`config.mk`:
```
export PLATFORM = sky130hd
export DESIGN_NAME = lqr_csr
export DESIGN_NICKNAME = d
export VERILOG_FILES = /design/src/rtl/lqr_pkg.sv /design/src/rtl/lqr_csr.sv
export SDC_FILE = /design/constraint.sdc
export NUM_CORES = 1
export LEC_CHECK = 0
export ABC_AREA = 1
export BUFFER_PORTS_ARGS = -buffer_cell sky130_fd_sc_hd__buf_2
export CAP_MARGIN = 20
export CORE_MARGIN = 5
export CORE_UTILIZATION = 35
export DETAILED_ROUTE_END_ITERATION = 10
export GPL_ROUTABILITY_DRIVEN = 0
export GPL_TIMING_DRIVEN = 0
export PLACE_DENSITY_LB_ADDON = 0.15
export SLEW_MARGIN = 20
export SYNTH_ARGS = -nofsm -noshare
export SYNTH_HDL_FRONTEND = slang
export SYNTH_SLANG_ARGS = --single-unit
```
`constraint.sdc`:
```
create_clock -name clock -period 0.9 [get_ports clock]
set_input_delay 0.18 -clock clock [delete_from_list [all_inputs] [get_ports clock]]
set_output_delay 0.18 -clock clock [all_outputs]
set_load 0.05 [all_outputs]
```
`src/rtl/lqr_pkg.sv`:
```
// shared types and constants for the lqr state-feedback law block
// no dependencies; the rtl and testbench files that use it refer to it by scoped names
package lqr_pkg;

   // widest control index the command port can carry (up to 16 controls)
   localparam int K_W = 4;

   localparam logic signed [31:0] Q_MAX = 32'sh7FFF_FFFF;
   localparam logic signed [31:0] Q_MIN = 32'sh8000_0000;

   typedef enum logic [1:0] {
      ACT_GAIN  = 2'd0,
      ACT_REF   = 2'd1,
      ACT_STATE = 2'd2,
      ACT_CLEAR = 2'd3
   } action_type;

   typedef enum logic [1:0] {
      REG_N_STATES   = 2'd0,
      REG_N_CONTROLS = 2'd1,
      REG_OUTPUT_MIN = 2'd2,
      REG_OUTPUT_MAX = 2'd3
   } reg_index_type;

   typedef enum logic [2:0] {
      ST_IDLE,
      ST_ERR,
      ST_MAC,
      ST_DRAIN,
      ST_PRIM,
      ST_CLAMP,
      ST_EMIT,
      ST_ZERO
   } state_type;

   // effective configuration, counts already limited to the build sizes
   typedef struct packed {
      logic [4:0]         ns;
      logic [2:0]         nc;
      logic signed [31:0] out_min;
      logic signed [31:0] out_max;
   } cfg_type;

   typedef struct packed {
      logic           issue;
      logic           err_load;
      logic           prim_load;
      logic           clamp_load;
      logic           emit_load;
      logic           emit_zero;
      logic           emit_last;
      logic           end_run;
      logic [K_W-1:0] k;
   } cmd_type;

   typedef struct packed {
      logic hit;
      logic item_last;
      logic busy;
      logic rsp_free;
      logic gain_flag;
   } status_type;

endpackage

```
`src/rtl/lqr_csr.sv`:
```
// apb-style configuration registers and effective count limiting
// depends on lqr_pkg
module lqr_csr #(
   parameter int STATE_MAX   = 16,
   parameter int CONTROL_MAX = 4
) (
   input  logic                 clock,
   input  logic                 reset,
   input  logic                 csr_psel,
   input  logic                 csr_penable,
   input  logic                 csr_pwrite,
   input  logic [3:0]           csr_paddr,
   input  logic [31:0]          csr_pwdata,
   output logic [31:0]          csr_prdata,
   output logic                 csr_pready,
   output lqr_pkg::cfg_type     cfg
);

   logic [4:0]         n_states_ff;
   logic [2:0]         n_controls_ff;
   logic signed [31:0] out_min_ff;
   logic signed [31:0] out_max_ff;
   logic               wr_en;
   lqr_pkg::reg_index_type idx;

   assign csr_pready = 1'b1;
   assign wr_en = csr_psel && csr_penable && csr_pwrite;
   assign idx   = lqr_pkg::reg_index_type'(csr_paddr[3:2]);

   always_ff @(posedge clock) begin
      if (reset) begin
         n_states_ff   <= '0;
         n_controls_ff <= '0;
         out_min_ff    <= lqr_pkg::Q_MIN;
         out_max_ff    <= lqr_pkg::Q_MAX;
      end else if (wr_en) begin
         case (idx)
            lqr_pkg::REG_N_STATES:   n_states_ff   <= csr_pwdata[4:0];
            lqr_pkg::REG_N_CONTROLS: n_controls_ff <= csr_pwdata[2:0];
            lqr_pkg::REG_OUTPUT_MIN: out_min_ff    <= $signed(csr_pwdata);
            lqr_pkg::REG_OUTPUT_MAX: out_max_ff    <= $signed(csr_pwdata);
            default: ;
         endcase
      end
   end

   always_comb begin
      case (idx)
         lqr_pkg::REG_N_STATES:   csr_prdata = {27'd0, n_states_ff};
         lqr_pkg::REG_N_CONTROLS: csr_prdata = {29'd0, n_controls_ff};
         lqr_pkg::REG_OUTPUT_MIN: csr_prdata = out_min_ff;
         lqr_pkg::REG_OUTPUT_MAX: csr_prdata = out_max_ff;
         default:                 csr_prdata = '0;
      endcase
   end

   // counts above the build sizes act as the build sizes
   always_comb begin
      cfg.ns = (32'(n_states_ff) > 32'(STATE_MAX)) ? 5'(STATE_MAX) : n_states_ff;
      cfg.nc = (32'(n_controls_ff) > 32'(CONTROL_MAX)) ? 3'(CONTROL_MAX) : n_controls_ff;
      cfg.out_min = out_min_ff;
      cfg.out_max = out_max_ff;
   end

endmodule

```
Word-level counts from Yosys, hierarchy flattened:

Cells that the tools add are included.

* register bits after elaboration: 72
* output and inout bits: 105

* reductions and logical operators: 7
* equal/unequal tests: 3
* magnitude comparators: 2
* mux-type cells: 3

Operator list (number)
* $pmux 32 s4: 1
* $reduce_and 2->1: 4
* $gt 5x5->1 const B: 1
* $mux 5: 1
* $eq 2x2->1 const B: 2
* $gt 3x3->1 const B: 1
* $mux 3: 1
* $eq 2x1->1 const B: 1
* $logic_and 1x1->1: 2
* $logic_not 2->1: 1

Depth between registers and ports, before layout:

* word-level depth: 3
* depth in mapped cells: 6

Worst setup path after synthesis:

OpenSTA, ideal clock, no wires.

* path kind: register to output
* start point: register n_states_ff[0]
* end point: output port cfg[68] (netlist name)
* path buffers: 0
* required time: 720 ps
* arrival time: 1586 ps
* stages on the path, launching flop included: 4
* setup slack: -866 ps
* path through: dfxtp_1 > nor2_1 > nand3_1 > a21boi_0

RTL lines
* start, declared: line lqr_csr.sv:19 `logic [4:0] n_states_ff;`
* start signal, assigned: line lqr_csr.sv:38 `lqr_pkg::REG_N_STATES: n_states_ff <= csr_pwdata[4:0];`
* end, declared: line lqr_csr.sv:16 `output lqr_pkg::cfg_type cfg`

==> impl_metrics.tcl <==
set metrics [dict create \
    status "complete, but fails checks" \
    violations "setup timing" \
    max_stage_delay_ns 0.34 \
    critPathLaunchType "register" \
    drive_gt1_frac 0.5120 \
    initialDrtViolationCount 126 \
    diodes 0 \
    io_buffers 142 \
    routedWlPerCell_um 16.23 \
    slowest_stage "dfxtp_2" \
    power_density_nw_per_um2 1217 \
    die_h_um 106.3 \
    core_area_um2 9153 \
    regToRegSetupSlack_ns 0.06 \
    r2r_cells 4 \
    slew_headroom 0.6538 \
    worst_pin_slew_ns 0.5193 \
    hold_start "csr_pwdata[8]" \
    die_area_um2 11310 \
    cp_data_arrival_time_ns 1.18 \
    leakage_uw 0.003025 \
    synth_cell_type_count 18 \
    avgSynthCellArea_um2 6.838 \
    reg2reg_to "out_max_ff[20]" \
    timing.final.crit_period_ns 1.355 \
    clkLatencyLatePin_ns 0.33 \
    r2r_start "out_max_ff[20]" \
    wl_met2_um 6459 \
    fin_skew_ns 0 \
    yosys_warnings 0 \
    crit_type "register to output port" \
    max_freq_ghz 0.7379 \
    crit_path_end_kind "output port" \
    overflow 0 \
    start_util 0.3549 \
    syn-cell-area_um2 3248 \
    hold_viol 0 \
    irDropWorstVdd_mv 0.7030 \
    wl_met3_um 897 \
    viasPerCell 4.870 \
    root_buffer "clkbuf_8" \
    layout_commonest_cell "nand2_1" \
    max_cap_violations 0 \
    drc_errors 0 \
    syn_inst 475 \
    layout_common_cells "nand2_1, buf_8, nor2_1, nand3_1, dfxtp_4" \
    crit_required_ns 0.72 \
    wl_um 12640 \
    grt_pass1_vias 3666 \
    hold_path_end "out_max_ff[8]" \
    antenna_found_initial 0 \
    drtPass1Iterations 4 \
    layoutNonFillerInstCount 779 \
    path_clk_slew_ns 0.08 \
    fin_crit_sh 1.506 \
    grt_pass1_wl_um 19220 \
    synth.ff_latch_count 72 \
    finalSetupViolCount 104 \
    yosysSeqAreaShare 0.4438 \
    post-route-util 0.6999 \
    path_max_fanout 4 \
    nNetsFinal 704 \
    min_path_type "primary input to register" \
    cts_tree "yes" \
    rsz0062_at_grt "true" \
    grt_max_degree 12 \
    dp_cells 728 \
    dieWidth_um 106.3 \
    highest_layer "met4" \
    cts_buffers 9 \
    clockBufferDepth 2 \
    gr-usage-all-layers 0.2153 \
    ioPinCount 146 \
    setup_ws_ns -0.4551 \
    h-tree-depth 3 \
    clock-sinks 72 \
    yosys.area.top_type "dfxtp_1" \
    yosys.area.top_type_share 0.4438 \
    synth_nets 516 \
    synth_area_leaders "dfxtp_1, nand2_1, nand3_1, nor2_1, a22o_1" \
    cp_cell_sequence "nor2_1 > nand3_1 > a21boi_2 > buf_6" \
    synth-edff-count 0 \
    via_count 3794 \
    wl_met1_um 5153 \
    drv_slew 0 \
    syn_to_final_growth_pct 97.23 \
    async_reset_ff_frac 0 \
    rows 35 \
    ant_nets 0 \
    hold_depth 3 \
    synth_ff_type "dfxtp_1" \
    hpwlAfterDp_um 8155 \
]
-- power by group --
part / total (uW) / internal, uW / switching [uW]
Sequential: 3210 / 3120 / 92.1
Clock: 2520 / 1340 / 1170
Combinational: 2070 / 878 / 1190
Total: 7800 / 5340 / 2460
-- through the flow --
step           power (uW)  hold slack [ns]  worst slack [ns]  setup TNS (ns)  cell area, um^2
6_report             7796          0.06974           -0.4551          -24.51             6406
5_1_grt              8111          0.06671           -0.5416          -28.49             6406
4_1_cts              7824          0.05114           -0.4787          -24.55             6055
3_5_place_dp         4911           0.4096           -0.7576          -51.80             4637
3_3_place_gp         4900           0.4077           -0.7361          -50.25             4637
2_1_floorplan        4501           0.3054           -0.4232          -3.991             3787
-- sequential cells by signal, summed over array words and instances, names as in the netlist --
name           count
n_controls_ff      3
out_max_ff        32
out_min_ff        32
n_states_ff        5
-- final cells by class --
type	count	area, um^2
plain buffers	29	219.0
clock buffers	12	145.1
clock inverters	4	43.79
fillers	696	2746
inverters	42	172.7
multi-input cells	329	1862
flip-flops and latches	72	1682
well taps	111	138.9
repair buffers	180	2143
-- worst max-delay path: cells and delay by family, from the launching register on --
kind,cells,cell delay [ns]
AND/OR/NAND/NOR,2,0.18
flip-flops,1,0.34
AO/OA/AOI/OAI,1,0.15
buffers and inverters,1,0.17
-- cells in the mapped netlist, types with 2 or more instances --
library cell,n
clkbuf_1,7
buf_4,4
inv_2,4
a22o_1,27
inv_1,38
buf_1,4
buf_2,17
nand4_1,3
nand3_1,75
dfxtp_1,72
nor2_1,91
nor2_2,2
nand2_1,126
-- timing repair --
action	in CTS	in global routing
hold buffers	0	0
endpoints found under the setup margin	164	158
cloned	1	0
pin swaps	29	12
resized for setup	349	61
setup buffers	9	30
-- cells by family (layout without fill, tap and decap cells) --
family,Yosys count,after routing,synth area share
and+or+nand+nor,298,298,0.3794
AOI/OAI and AO/OA,30,30,0.07897
other,1,1,0.001155
buffers and inverters,74,267,0.09669
DFF,72,72,0.4438
-- routing by layer --
layer,track usage,vias up
li1,-,1889
met1,0.2593,1762
met2,0.3756,131
met3,0.06072,12
met4,0.05643,0
met5,0,-
-- worst max path at each step --
stage / from / end / slack [ns] / cells after the start
floorplan: n_states_ff[3] / csr_prdata[3] / -0.42 / 2
global placement: csr_paddr[3] / csr_prdata[3] / -0.74 / 7
detailed placement: csr_paddr[3] / csr_prdata[3] / -0.76 / 7
CTS: n_states_ff[0] / cfg[68] / -0.48 / 4
global route: n_states_ff[0] / cfg[68] / -0.54 / 4
finish: n_states_ff[0] / cfg[68] / -0.46 / 4
(Power assumes the default switching activity.)
