--- config.mk ---
export PLATFORM = sky130hd
export DESIGN_NAME = lqr_ctrl
export DESIGN_NICKNAME = d
export VERILOG_FILES = /design/src/rtl/lqr_pkg.sv /design/src/rtl/lqr_ctrl.sv
export SDC_FILE = /design/constraint.sdc
export NUM_CORES = 1
export LEC_CHECK = 0
export BUFFER_PORTS_ARGS = -buffer_cell sky130_fd_sc_hd__buf_2
export CAP_MARGIN = 20
export CORE_MARGIN = 4
export CORE_UTILIZATION = 26
export DETAILED_ROUTE_END_ITERATION = 16
export GPL_ROUTABILITY_DRIVEN = 0
export GPL_TIMING_DRIVEN = 0
export PLACE_DENSITY_LB_ADDON = 0.05
export SLEW_MARGIN = 20
export SYNTH_ARGS = -nofsm -noshare
export SYNTH_HDL_FRONTEND = slang
export SYNTH_SLANG_ARGS = --single-unit
--- constraint.sdc ---
create_clock -name clock -period 1.9 [get_ports clock]
set_input_delay 0.19 -clock clock [delete_from_list [all_inputs] [get_ports clock]]
set_output_delay 0.19 -clock clock [all_outputs]
set_load 0.02 [all_outputs]
--- src/rtl/lqr_pkg.sv ---
// shared types and constants for the lqr state-feedback law block
// no dependencies; the rtl and testbench files that use it refer to it by scoped names
package lqr_pkg;

   // widest control index the command port can carry (up to 16 controls)
   localparam int K_W = 4;

   localparam logic signed [31:0] Q_MAX = 32'sh7FFF_FFFF;
   localparam logic signed [31:0] Q_MIN = 32'sh8000_0000;

   typedef enum logic [1:0] {
      ACT_GAIN  = 2'd0,
      ACT_REF   = 2'd1,
      ACT_STATE = 2'd2,
      ACT_CLEAR = 2'd3
   } action_type;

   typedef enum logic [1:0] {
      REG_N_STATES   = 2'd0,
      REG_N_CONTROLS = 2'd1,
      REG_OUTPUT_MIN = 2'd2,
      REG_OUTPUT_MAX = 2'd3
   } reg_index_type;

   typedef enum logic [2:0] {
      ST_IDLE,
      ST_ERR,
      ST_MAC,
      ST_DRAIN,
      ST_PRIM,
      ST_CLAMP,
      ST_EMIT,
      ST_ZERO
   } state_type;

   // effective configuration, counts already limited to the build sizes
   typedef struct packed {
      logic [4:0]         ns;
      logic [2:0]         nc;
      logic signed [31:0] out_min;
      logic signed [31:0] out_max;
   } cfg_type;

   typedef struct packed {
      logic           issue;
      logic           err_load;
      logic           prim_load;
      logic           clamp_load;
      logic           emit_load;
      logic           emit_zero;
      logic           emit_last;
      logic           end_run;
      logic [K_W-1:0] k;
   } cmd_type;

   typedef struct packed {
      logic hit;
      logic item_last;
      logic busy;
      logic rsp_free;
      logic gain_flag;
   } status_type;

endpackage

--- src/rtl/lqr_ctrl.sv ---
// controller state machine: sequences error, multiply-accumulate and result steps
// depends on lqr_pkg; drives the datapath through cmd_type only
module lqr_ctrl #(
   parameter int CONTROL_MAX = 4
) (
   input  logic                  clock,
   input  logic                  reset,
   input  logic                  req_valid,
   input  logic [1:0]            req_action,
   output logic                  req_ready,
   input  lqr_pkg::cfg_type      cfg,
   input  lqr_pkg::status_type   st,
   output lqr_pkg::cmd_type      cmd
);

   localparam int KW = (CONTROL_MAX > 1) ? $clog2(CONTROL_MAX) : 1;

   lqr_pkg::state_type state_ff, state_in;
   logic [KW-1:0]      k_ff, k_in;
   logic [2:0]         count;
   logic               k_done;
   logic               emit_done;
   lqr_pkg::state_type fin_state;

   assign count     = (cfg.nc == 3'd0) ? 3'd1 : cfg.nc;
   assign k_done    = (32'(k_ff) + 32'd1) == 32'(cfg.nc);
   assign emit_done = (32'(k_ff) + 32'd1) == 32'(count);
   // end of run: real results only with a loaded gain and some states in use
   assign fin_state = (st.gain_flag && cfg.ns != 5'd0) ? lqr_pkg::ST_PRIM
                                                       : lqr_pkg::ST_ZERO;

   always_ff @(posedge clock) begin
      if (reset) begin
         state_ff <= lqr_pkg::ST_IDLE;
         k_ff     <= '0;
      end else begin
         state_ff <= state_in;
         k_ff     <= k_in;
      end
   end

   // next state
   always_comb begin
      state_in = state_ff;
      k_in     = '0;
      case (state_ff)
         lqr_pkg::ST_IDLE: begin
            if (req_valid && req_action == lqr_pkg::ACT_STATE) state_in = lqr_pkg::ST_ERR;
         end
         lqr_pkg::ST_ERR: begin
            if (st.hit && cfg.nc != 3'd0) state_in = lqr_pkg::ST_MAC;
            else if (st.item_last)        state_in = fin_state;
            else                          state_in = lqr_pkg::ST_IDLE;
         end
         lqr_pkg::ST_MAC: begin
            k_in = KW'(k_ff + 1'b1);
            if (k_done) state_in = lqr_pkg::ST_DRAIN;
         end
         lqr_pkg::ST_DRAIN: begin
            if (!st.busy) state_in = st.item_last ? fin_state : lqr_pkg::ST_IDLE;
         end
         lqr_pkg::ST_PRIM:  state_in = lqr_pkg::ST_CLAMP;
         lqr_pkg::ST_CLAMP: state_in = lqr_pkg::ST_EMIT;
         lqr_pkg::ST_EMIT: begin
            k_in = k_ff;
            if (st.rsp_free) begin
               k_in = KW'(k_ff + 1'b1);
               if (emit_done) state_in = lqr_pkg::ST_IDLE;
            end
         end
         lqr_pkg::ST_ZERO: begin
            if (st.rsp_free) state_in = lqr_pkg::ST_IDLE;
         end
         default: state_in = lqr_pkg::ST_IDLE;
      endcase
   end

   // outputs
   always_comb begin
      cmd       = '0;
      cmd.k     = lqr_pkg::K_W'(k_ff);
      req_ready = 1'b0;
      case (state_ff)
         lqr_pkg::ST_IDLE:  req_ready = 1'b1;
         lqr_pkg::ST_ERR:   cmd.err_load = 1'b1;
         lqr_pkg::ST_MAC:   cmd.issue = 1'b1;
         lqr_pkg::ST_DRAIN: ;
         lqr_pkg::ST_PRIM:  cmd.prim_load = 1'b1;
         lqr_pkg::ST_CLAMP: cmd.clamp_load = 1'b1;
         lqr_pkg::ST_EMIT: begin
            if (st.rsp_free) begin
               cmd.emit_load = 1'b1;
               cmd.emit_last = emit_done;
               cmd.end_run   = emit_done;
            end
         end
         lqr_pkg::ST_ZERO: begin
            if (st.rsp_free) begin
               cmd.emit_zero = 1'b1;
               cmd.end_run   = 1'b1;
            end
         end
         default: ;
      endcase
   end

endmodule

== After elaboration in Yosys (flattened, before gate mapping) ==
Cells that the tools add are included.
Operators by class
  equality and inequality tests: 16
  $add $sub $neg: 2
  reductions and logical operators: 8
  mux-type cells: 24
Operator list (number)
  32-bit by 3-bit equality test with 1-bit output: 1
  3-bit 2-to-1 mux: 9
  3-bit case mux with 8 select lines: 1
  3-bit equality test, second input constant: 4
  2-bit != test, second input constant: 6
  1-bit 2-to-1 mux: 9
  3-bit by 2-bit equality test with 1-bit output, second input constant: 2
  3-bit logical NOT: 2
  2-bit 2-to-1 mux: 3
  6-bit AND reduction: 1
  5-bit nonzero test: 1
  2-bit case mux with 2 select lines: 1
  2-bit by 1-bit adder with 3-bit output, second input constant: 1
  3-bit by 1-bit equality test with 1-bit output, second input constant: 1
  3-bit equality test: 1
  1-bit logical AND: 3
  3-bit nonzero test: 1
  2-bit by 1-bit adder with 2-bit output, second input constant: 1
  2-bit equality test, second input constant: 1
  1-bit case mux with 2 select lines: 1
Storage, ports and cells
  output and inout port bits: 13
  bits of input ports: 82
  flip-flop bits (word level): 5

== Longest topological paths before layout ==
  depth in word-level cells: 6
  mapped depth: 5
  mapped depth without buffers: 5

== Least setup slack after synthesis ==
No wires, ideal clock.
  path type: register to output
  from: reg k_ff[0]
  to: out cmd[5] in the netlist's numbering
  data arrival time: 1965 ps
  data required time: 1710 ps
  path slack: -255 ps
  buffers on the path: 0
  cell stages (with the launch flop): 6
  cells stage by stage: dfxtp_1 > ha_1 > or4_4 > o22ai_2 > nor2_1 > nor3_1
RTL lines
  from (decl): RTL line lqr_ctrl.sv:19  | logic [KW-1:0] k_ff, k_in;
  from (signal assigned): RTL line lqr_ctrl.sv:38  | k_ff <= k_in;
  to (decl): RTL line lqr_ctrl.sv:13  | output lqr_pkg::cmd_type cmd

==> run_results.csv <==
group,metric,value,unit
min_path,hp-start,"reset",
floorplan,ioPinCount,95,
pwr,clkPwrFrac,22.9,%
global_routing,grt_pass1_wl,2511,um
yosys,synth_area,541.8,um2
critical_path,start_kind,"register",
floorplan,initial_core_util,27.61,%
yosys,netlist_instances,68,
critical_path,crit_fanout,4,
outcome,outcome,"finished, violations left",
critical_path,crit_required,1.71,ns
yosys,yosysWarnings,0,
min_path,min_path_cells,3,
route,ant_nets,0,
yosys,synthArstFlopShare,0,%
critical_path,worstRegToRegCells,7,
global_routing,grt_pass1_vias,597,
pwr,p_switching,0.2117,mW
finish,drive_gt1_share,52.29,%
sta,min_period,1.986,ns
finish,final_cell_mix,"buf_2 (26), buf_4 (11), nor2_1 (9)",
route,num_vias,629,
global_routing,grt_use_met3,4.432,%
yosys,ys_types,35,
critical_path,path_class,"register to output pin",
finish,fillers,218,
sta,max_freq,503.5,MHz
global_routing,track_usage,11.57,%
pwr,power,0.5408,mW
yosys,ys_seq_area_share,18.48,%
pwr,peakVddDrop,0.5188,mV
finish,fin_util,44.45,%
route,dr.pass1.iters,2,
clock_tree,cts_made_buffers,3,
floorplan,core-area,0.001962,mm2
sta,drv_slew,0,
finish,final_common_cell,"buf_2",
pwr,power.density,620.2,mW/mm2
global_routing,busiest_layer,"met2",
floorplan,die_h,53.65,um
route,drt_wl_total,1598,um
critical_path,arrival,1.80,ns
critical_path,cp-end-kind,"output pin",
pwr,p_int,0.3291,mW
floorplan,die_w,53.65,um
floorplan,dieArea,0.002878,mm2
finish,antenna_cells,0,
global_routing,grtUsageMet1,15.89,%
sta,hold_viol_final,0,
clock_tree,cts_root_buffer,"clkbuf_4",
route,drt_iter0_drc,5,
finish,fin_nets,193,
route,vias_per_cell,4.625,
sta,period_share,104.5,%
route,drcViolationCount,0,
place,dpl.hpwl,1289,um
pwr,swShare,39.15,%
clock_tree,clock_latency,0.24,ns
finish,area_growth,60.97,%
flow_run,cap_violations,0,
global_routing,antenna_found_initial,0,
floorplan,fp-row-count,16,
yosys,yosys_register_bits,5,
yosys,synth_flop_cell,"dfxtp_1",
critical_path,r2r-start,"k_ff[0]",
sta,setup_viol,2,
sta,worst_clock_skew,0.003541,ns
pwr,combPwrFrac,52.0,%
clock_tree,clk_pin_slew,0.05,ns
yosys,synth_edf_count,0,
global_routing,grt_overflow,0,
pwr,power_frac_seq,25.2,%
clock_tree,clock-sinks,5,
min_path,hold_path_class,"input port to register",
clock_tree,cts_max_level,1,
route,wl_per_cell,11.75,um
critical_path,crit_start,"k_ff[0]",
global_routing,grt_max_degree,11,
pwr,leakage,0.4064,nW
outcome,violations,"negative setup slack",
global_routing,grtUsageMet2,18.16,%
clock_tree,cts_max_path_buffers,2,
clock_tree,cts_tree,"yes",
place,io_buffers,28,
sta,rsz0062_at_grt,"true",
sta,setup_slack,-0.08604,ns
yosys,avgSynthCellArea,7.967,um2
-- state kept, by name (all words and copies together), names as in the netlist --
signal,cells
k_ff,2
state_ff,3
-- cell usage after synthesis (2+ instances only) --
master    count  area, um2
and3_1        2      12.51
dfxtp_1       5      100.1
o21ai_0       2      10.01
buf_6         2      22.52
a21oi_1       4      20.02
buf_4         3      22.52
nor2_1       10      37.54
xnor2_1       2      17.52
o31ai_1       2      15.01
nand2_1       3      11.26
nor3_1        4      20.02
inv_1         3      11.26
xor2_1        2      17.52
nand2b_1      3      18.77
-- stage by stage --
stage               hold slack (ns)  instance area, um2  setup WS (ns)  cells  TNS (ns)
finish                       0.2984               872.1       -0.08604    136   -0.1616
global route                 0.3125               872.1        -0.1645    136   -0.3085
CTS                          0.3057               852.1        -0.1247    134   -0.2321
detailed placement           0.5025               737.0       -0.03969    124  -0.07865
global placement             0.4817               737.0       -0.02828    124  -0.05095
floorplan                    0.3661               563.0        0.03864     69         0
-- power groups by stage --
stage / registers, mW / logic (mW) / clock network, mW
detailed placement: 0.138 / 0.249 / 0
global route: 0.139 / 0.306 / 0.138
global placement: 0.139 / 0.250 / 0
CTS: 0.136 / 0.275 / 0.129
finish: 0.136 / 0.281 / 0.124
floorplan: 0.138 / 0.176 / 0
-- layout make-up --
| cell class | instances | area (um2) | share of cell area (%) |
|---|---|---|---|
| timing repair buffer | 36 | 212.7 | 24.39 |
| multi-input combinational | 56 | 436.7 | 50.07 |
| tap | 27 | 33.78 | 3.874 |
| buffer | 5 | 45.04 | 5.165 |
| sequential | 5 | 105.1 | 12.05 |
| inverter | 3 | 11.26 | 1.291 |
| clock buffer | 3 | 22.52 | 2.582 |
| clock inverter | 1 | 5.005 | 0.5739 |
-- routing by layer --
metal	part of all wire (%)	vias to the layer above
li1	-	329
met1	46	274
met2	43	26
met3	11	0
met4	0	0
met5	0	-
-- critical path, stage by stage, from the launching register on --
cell and delay (ns):
dfxtp_4 0.35, ha_4 0.22, or4_4 0.43, o22ai_4 0.20
nor2_4 0.08, a21oi_2 0.14, buf_6 0.13
-- what timing repair did --
| action | CTS | global route |
|---|---|---|
| endpoints found under the setup margin | 2 | 2 |
| pin swaps | 4 | 3 |
| hold buffers | 0 | 0 |
| hold endpoints to repair | 0 | 0 |
| resized for setup | 9 | 1 |
| buffers inserted | 6 | 2 |
-- path summary, 6_finish.rpt --
path / to / slack [ns]
min: state_ff[2] / 0.30
min reg2reg: k_ff[1] / 0.62
max reg2reg: state_ff[1] / 0.06
max: cmd[4] / -0.09
-- cells by family (layout without fill, tap and decap cells) --
family,count (synthesis),count (layout),synth area share (%)
simple gates,29,29,31.64
compound gates,19,19,28.18
buf+inv,8,48,10.39
flops,5,5,18.48
xor+xnor,4,4,6.468
fa+ha+maj,1,1,2.309
other cells,1,2,0.6922
mux,1,1,1.848
No activity file was read; power rests on OpenSTA's default activity.
